===== src/hdl/xtea_pkg.sv =====
`timescale 1ns / 1ps
`default_nettype none
// ----------------------------------------------------------------------------
// xtea_pkg
// Shared types, constants and the XTEA mixing function.
// ----------------------------------------------------------------------------
package xtea_pkg;

  localparam int unsigned WORD_W     = 32;
  localparam int unsigned NUM_KEYS   = 4;
  localparam int unsigned CFG_IDX_W  = 3;
  localparam int unsigned CYCLES_DEF = 32;
  localparam logic [WORD_W-1:0] DELTA = 32'h9E37_79B9;

  // Configuration register indexes
  typedef enum logic [CFG_IDX_W-1:0] {
    REG_KEY_WORD_0 = 3'd0,
    REG_KEY_WORD_1 = 3'd1,
    REG_KEY_WORD_2 = 3'd2,
    REG_KEY_WORD_3 = 3'd3
  } cfg_reg_t;

  // Operation codes
  typedef enum logic {
    FUNC_ENCRYPT = 1'b0,
    FUNC_DECRYPT = 1'b1
  } func_t;

  typedef logic [NUM_KEYS-1:0][WORD_W-1:0] key_t;

  // One block traveling down the round pipeline
  typedef struct packed {
    func_t             func;
    logic [WORD_W-1:0] hi;
    logic [WORD_W-1:0] lo;
  } beat_t;

  function automatic logic [WORD_W-1:0] mix_word(input logic [WORD_W-1:0] v);
    mix_word = ((v << 4) ^ (v >> 5)) + v;
  endfunction

endpackage
`default_nettype wire


===== src/hdl/xtea_stage.sv =====
`timescale 1ns / 1ps
`default_nettype none
// ----------------------------------------------------------------------------
// xtea_stage
// One registered Feistel half-round. The running sum and key select are
// fixed per stage, so only the key word mux, two adds and one add/sub remain.
// ----------------------------------------------------------------------------
module xtea_stage #(
  parameter int unsigned CYCLES = xtea_pkg::CYCLES_DEF,
  parameter int unsigned STAGE  = 0
) (
  input  wire                   clk,
  input  wire                   rst_n,
  input  wire                   valid_in,
  input  xtea_pkg::beat_t       beat_in,
  input  xtea_pkg::key_t        key,
  output logic                  valid_out,
  output xtea_pkg::beat_t       beat_out
);

  localparam int unsigned RND = STAGE / 2;
  localparam int unsigned ODD = STAGE % 2;

  // Encrypt: even stage updates hi with sum RND*delta, odd updates lo with (RND+1)*delta.
  // Decrypt: even stage updates lo with (CYCLES-RND)*delta, odd updates hi with one less.
  localparam logic [63:0] ENC_MUL = 64'(RND + ODD);
  localparam logic [63:0] DEC_MUL = 64'(CYCLES - RND - ODD);
  localparam logic [63:0] ENC_P   = ENC_MUL * {32'd0, xtea_pkg::DELTA};
  localparam logic [63:0] DEC_P   = DEC_MUL * {32'd0, xtea_pkg::DELTA};
  localparam logic [xtea_pkg::WORD_W-1:0] ENC_SUM = ENC_P[31:0];
  localparam logic [xtea_pkg::WORD_W-1:0] DEC_SUM = DEC_P[31:0];
  localparam logic [1:0] ENC_KIDX = (ODD == 0) ? ENC_SUM[1:0] : ENC_SUM[12:11];
  localparam logic [1:0] DEC_KIDX = (ODD == 0) ? DEC_SUM[12:11] : DEC_SUM[1:0];

  logic                          dec;
  logic                          upd_hi;
  logic [xtea_pkg::WORD_W-1:0]   src;
  logic [xtea_pkg::WORD_W-1:0]   dst;
  logic [xtea_pkg::WORD_W-1:0]   sum;
  logic [1:0]                    kidx;
  logic [xtea_pkg::WORD_W-1:0]   tweak;
  logic [xtea_pkg::WORD_W-1:0]   upd;
  logic                          valid_r, valid_nxt;
  xtea_pkg::beat_t               beat_r, beat_nxt;

  always_comb begin
    dec    = (beat_in.func == xtea_pkg::FUNC_DECRYPT);
    upd_hi = dec ? (ODD != 0) : (ODD == 0);
    src    = upd_hi ? beat_in.lo : beat_in.hi;
    dst    = upd_hi ? beat_in.hi : beat_in.lo;
    sum    = dec ? DEC_SUM : ENC_SUM;
    kidx   = dec ? DEC_KIDX : ENC_KIDX;
    tweak  = xtea_pkg::mix_word(src) ^ (sum + key[kidx]);
    upd    = dec ? (dst - tweak) : (dst + tweak);

    beat_nxt = beat_in;
    if (upd_hi) begin
      beat_nxt.hi = upd;
    end else begin
      beat_nxt.lo = upd;
    end
    valid_nxt = valid_in;
  end

  always_ff @(posedge clk) begin
    if (!rst_n) begin
      valid_r <= 1'b0;
    end else begin
      valid_r <= valid_nxt;
    end
  end

  always_ff @(posedge clk) begin
    beat_r <= beat_nxt;
  end

  assign valid_out = valid_r;
  assign beat_out  = beat_r;

endmodule
`default_nettype wire

===== config.mk =====
export PLATFORM = sky130hd
export DESIGN_NAME = xtea_stage
export DESIGN_NICKNAME = d
export VERILOG_FILES = /design/src/hdl/xtea_pkg.sv /design/src/hdl/xtea_stage.sv
export SDC_FILE = /design/constraint.sdc
export NUM_CORES = 1
export LEC_CHECK = 0
export BUFFER_PORTS_ARGS = -buffer_cell sky130_fd_sc_hd__buf_2
export CORE_MARGIN = 2
export CORE_UTILIZATION = 48
export CTS_CLUSTER_DIAMETER = 80
export DETAILED_ROUTE_END_ITERATION = 10
export GPL_TIMING_DRIVEN = 0
export PLACE_DENSITY_LB_ADDON = 0.3
export SYNTH_ARGS = -nofsm -noshare
export SYNTH_HDL_FRONTEND = slang
export SYNTH_SLANG_ARGS = --single-unit

===== constraint.sdc =====
create_clock -name clk -period 6.3 [get_ports clk]
set_input_delay 0.315 -clock clk [delete_from_list [all_inputs] [get_ports clk]]
set_output_delay 0.315 -clock clk [all_outputs]
set_load 0.01 [all_outputs]

==> summary.log <==
qor: status.run_status complete, no violations
qor: worst_setup_path.path_max_fanout 18
qor: synth.synth_cell_types 79
qor: placement.placed_cells_incl_taps 1467
qor: clock_tree.cts.hold.buffers_added 0
qor: final_layout.layout-drive-gt1-share 0.3346
qor: floorplan.coreArea 17180 µm²
qor: synth.synth.cell_area 8402 µm²
qor: timing.hold_ws 0.1781 ns
qor: final_layout.multiInputGateArea 7352 µm²
qor: routing.drt-initial-drc-count 853
qor: final_layout.final-seq-area 1321 µm²
qor: global_route.wire_length_of_the_first_global_routing_pass 40.06 mm
qor: worst_setup_path.end_kind flop
qor: worst_hold_path.worst_hold_path.num_cells 1
qor: floorplan.die-height 136.3 µm
qor: floorplan.die-width 136.3 µm
qor: power.power_leakage 0.005082 µW
qor: synth.synth-edff-count 0
qor: timing.max_slew.worst_pin.slew 0.7109 ns
qor: floorplan.num_rows 48
qor: final_layout.final_cell_count_no_fill 1522
qor: power.power_density_relative_to_cell_area 407.8 nW/µm²
qor: timing.unrepaired_setup_endpoints_after_global_routing true
qor: timing.fin_crit_sh 0.9858
qor: timing.finalSetupViolCount 0
qor: floorplan.floorplan.initialDensity 0.4891
qor: final_layout.finalCoreUtilization 0.6393
qor: placement.placement.io_buffers 197
qor: synth.postSynthAreaPerCell 8.040 µm²
qor: worst_setup_path.critPathArrivalTime 6.44 ns
qor: synth.ys_warn_count 0
qor: synth.syn_inst 1045
qor: timing.slew-limit-headroom 0.5261
qor: worst_hold_path.worst_hold_path.endpoint beat_out[64]
qor: routing.routedWlPerCell 17.82 µm
qor: clock_tree.cts-buffers-inserted 9
qor: global_route.vias_in_the_first_global_route 7853
qor: routing.routed-via-count 8731
qor: clock_tree.cts.htree.levels 3
qor: global_route.grt_antenna_before_repair 0
qor: worst_setup_path.path_delay_family simple AND/OR/NAND/NOR gates
qor: worst_hold_path.hold_start beat_in[64]
qor: final_layout.nFillCells 1480
qor: timing.timing_max_transition_violations_final 0
qor: final_layout.finish.net_count 1571
qor: floorplan.die_outline_area 18580 µm²
qor: worst_setup_path.worst_path_max_delay_cell or3_1
qor: clock_tree.cts_tree built
qor: timing.hold_violations_final 0
qor: clock_tree.worst_setup_hold_path_clk_slew 0.06 ns
qor: global_route.grt_max_degree 19
qor: final_layout.antenna_cells_inserted 0
qor: synth.synthFlopType dfxtp_1
qor: flow_run.max_capacitance_violation_total 0
qor: timing.timing.final.crit_period 6.211 ns
qor: worst_setup_path.timing_worst_setup_path_type in -> reg
qor: final_layout.area_growth 30.69%
qor: worst_hold_path.worstHoldPathType in -> reg
qor: synth.synthesis.nets 1324
qor: timing.fmaxAchievable 161.0 MHz
qor: power.ir_drop 0.0002485 V
qor: synth.ys_seq_area_frac 0.1573
qor: worst_setup_path.slowest_delay 0.43 ns
qor: worst_setup_path.cp-start-kind input port
qor: worst_setup_path.worst_ep_required_time 6.53 ns
qor: synth.asyncSetResetFlopFracSynth 0
qor: synth.ys_ff_latch 66
qor: global_route.grt.overflow.total 0
qor: placement.hpwl 21.20 mm
qor: clock_tree.cts_sinks 66
qor: routing.drt-vias-per-instance 5.737
qor: worst_setup_path.critPathBufInv 9
qor: routing.first_pass_iters 7
qor: placement.globalplace.congestion 0.9824
qor: floorplan.floorplan.io_pins 262
qor: routing.route.final.wire_length 27.12 mm
qor: routing.route.antenna.remaining_nets 0
qor: clock_tree.ctsLongestPathBuffers 2
qor: global_route.grt.total_usage 0.2763
qor: clock_tree.clock-root-buffer clkbuf_16
qor: routing.drc 0
-- placed cells by master, fill, tap and decap left out, types with 7 or more instances in the layout --
cell type	Yosys	layout
a21o_1	42	41
a21oi_1	76	63
a21oi_2	0	10
a31oi_1	18	15
and2_1	7	7
buf_2	3	197
buf_4	1	41
clkbuf_1	24	13
clkbuf_16	0	11
dfxtp_1	66	66
ha_1	81	77
inv_1	39	39
mux2_2	57	56
mux2i_1	13	11
nand2_1	93	88
nand2b_1	16	15
nand3_1	23	20
nor2_1	49	47
nor2b_1	23	22
nor3_1	15	12
o211ai_1	8	8
o21a_1	9	9
o21ai_0	74	66
o21ai_1	3	8
o21bai_1	28	28
or2_2	7	7
xnor2_1	104	89
xnor2_2	1	16
xor2_1	52	49
-- where the power goes --
| part | internal (µW) | switching [µW] | leakage (µW) |
|---|---|---|---|
| Clock | 327 | 190 | 0.000145 |
| Sequential | 630 | 41.9 | 0.000556 |
| Combinational | 1440 | 1850 | 0.00438 |
| Total | 2390 | 2080 | 0.00508 |
-- logic make-up after synthesis --
kind of cell | after synthesis | synth area share
AOI/OAI and AO/OA | 314 | 0.2454
DFF | 66 | 0.1573
adders and majority gates | 83 | 0.1254
and+or+nand+nor | 280 | 0.1699
muxes | 71 | 0.09456
buffers and inverters | 70 | 0.03217
xor gates and xnor gates | 161 | 0.1753
-- metal layers --
layer	wire length [µm]	GRT usage
met4	419	0.07639
met3	2263	0.04884
met1	12480	0.3849
met2	11950	0.4372
met5	0	0
-- worst max-delay path by stage --
stage | start | end | slack [ns] | cells after the start
5_1_grt | beat_in[64] | beat_out[31] | -0.09 | 26
3_5_place_dp | beat_in[64] | beat_out[31] | -1.96 | 32
6_report | beat_in[64] | beat_out[31] | 0.09 | 31
2_1_floorplan | beat_in[64] | beat_out[31] | 0.003 | 28
3_3_place_gp | beat_in[64] | beat_out[31] | -1.90 | 32
4_1_cts | beat_in[64] | beat_out[31] | 0.02 | 29
-- synth_stat cells (3+ instances only) --
cell type / instances / area share
a211o_1: 4 / 0.0042
a211oi_1: 4 / 0.0036
a21boi_0: 3 / 0.0027
a21boi_1: 3 / 0.0027
a21o_1: 42 / 0.038
a21oi_1: 76 / 0.045
a221oi_1: 3 / 0.0031
a31oi_1: 18 / 0.013
and2_1: 7 / 0.0052
and3_1: 6 / 0.0045
and4_1: 4 / 0.0042
buf_1: 3 / 0.0013
buf_2: 3 / 0.0018
clkbuf_1: 24 / 0.011
dfxtp_1: 66 / 0.16
ha_1: 81 / 0.12
inv_1: 39 / 0.017
mux2_2: 57 / 0.076
mux2i_1: 13 / 0.015
nand2_1: 93 / 0.042
nand2b_1: 16 / 0.012
nand3_1: 23 / 0.014
nand4_1: 6 / 0.0045
nor2_1: 49 / 0.022
nor2b_1: 23 / 0.017
nor3_1: 15 / 0.0089
nor3_2: 6 / 0.0071
nor4_1: 5 / 0.0037
o211ai_1: 8 / 0.0071
o21a_1: 9 / 0.0080
o21ai_0: 74 / 0.044
o21ai_1: 3 / 0.0018
o21bai_1: 28 / 0.025
o31a_1: 3 / 0.0031
o31ai_1: 5 / 0.0045
or2_1: 3 / 0.0022
or2_2: 7 / 0.0052
or3_1: 4 / 0.0030
xnor2_1: 104 / 0.11
xnor3_1: 4 / 0.011
xor2_1: 52 / 0.054
-- final cells by class --
| cell class | instances | share of cell area |
|---|---|---|
| Clock buffer | 12 | 0.02336 |
| Multi-Input combinational cell | 909 | 0.6696 |
| Clock inverter | 4 | 0.004558 |
| Sequential cell | 66 | 0.1203 |
| Inverter | 39 | 0.01333 |
| Tap cell | 225 | 0.02564 |
| Timing Repair Buffer | 236 | 0.1178 |
| Buffer | 31 | 0.02541 |
-- repair_timing --
action / CTS / global route
pin swaps: 26 / 40
gates resized for setup: 69 / 83
buffers inserted: 14 / 25
endpoints found under the setup margin: 42 / 23
gates cloned: 0 / 0
endpoints found under the hold margin: 0 / 0
-- flip-flops by register name, summed over array words and instances (netlist names) --
signal     flops
valid_out      1
beat_out      65
-- per-stage QoR --
step           setup slack [ns]  cell area, µm²  TNS, ns  total power (µW)
2_1_floorplan          0.002774            8436        0              2780
3_3_place_gp             -1.902            9703   -56.81              3427
3_5_place_dp             -1.957            9703   -60.57              3474
4_1_cts                 0.01883           10430        0              4163
5_1_grt                -0.09187           10980  -0.4738              4796
6_report                0.08950           10980        0              4478
Note: power is estimated with default switching activity, not from simulation.
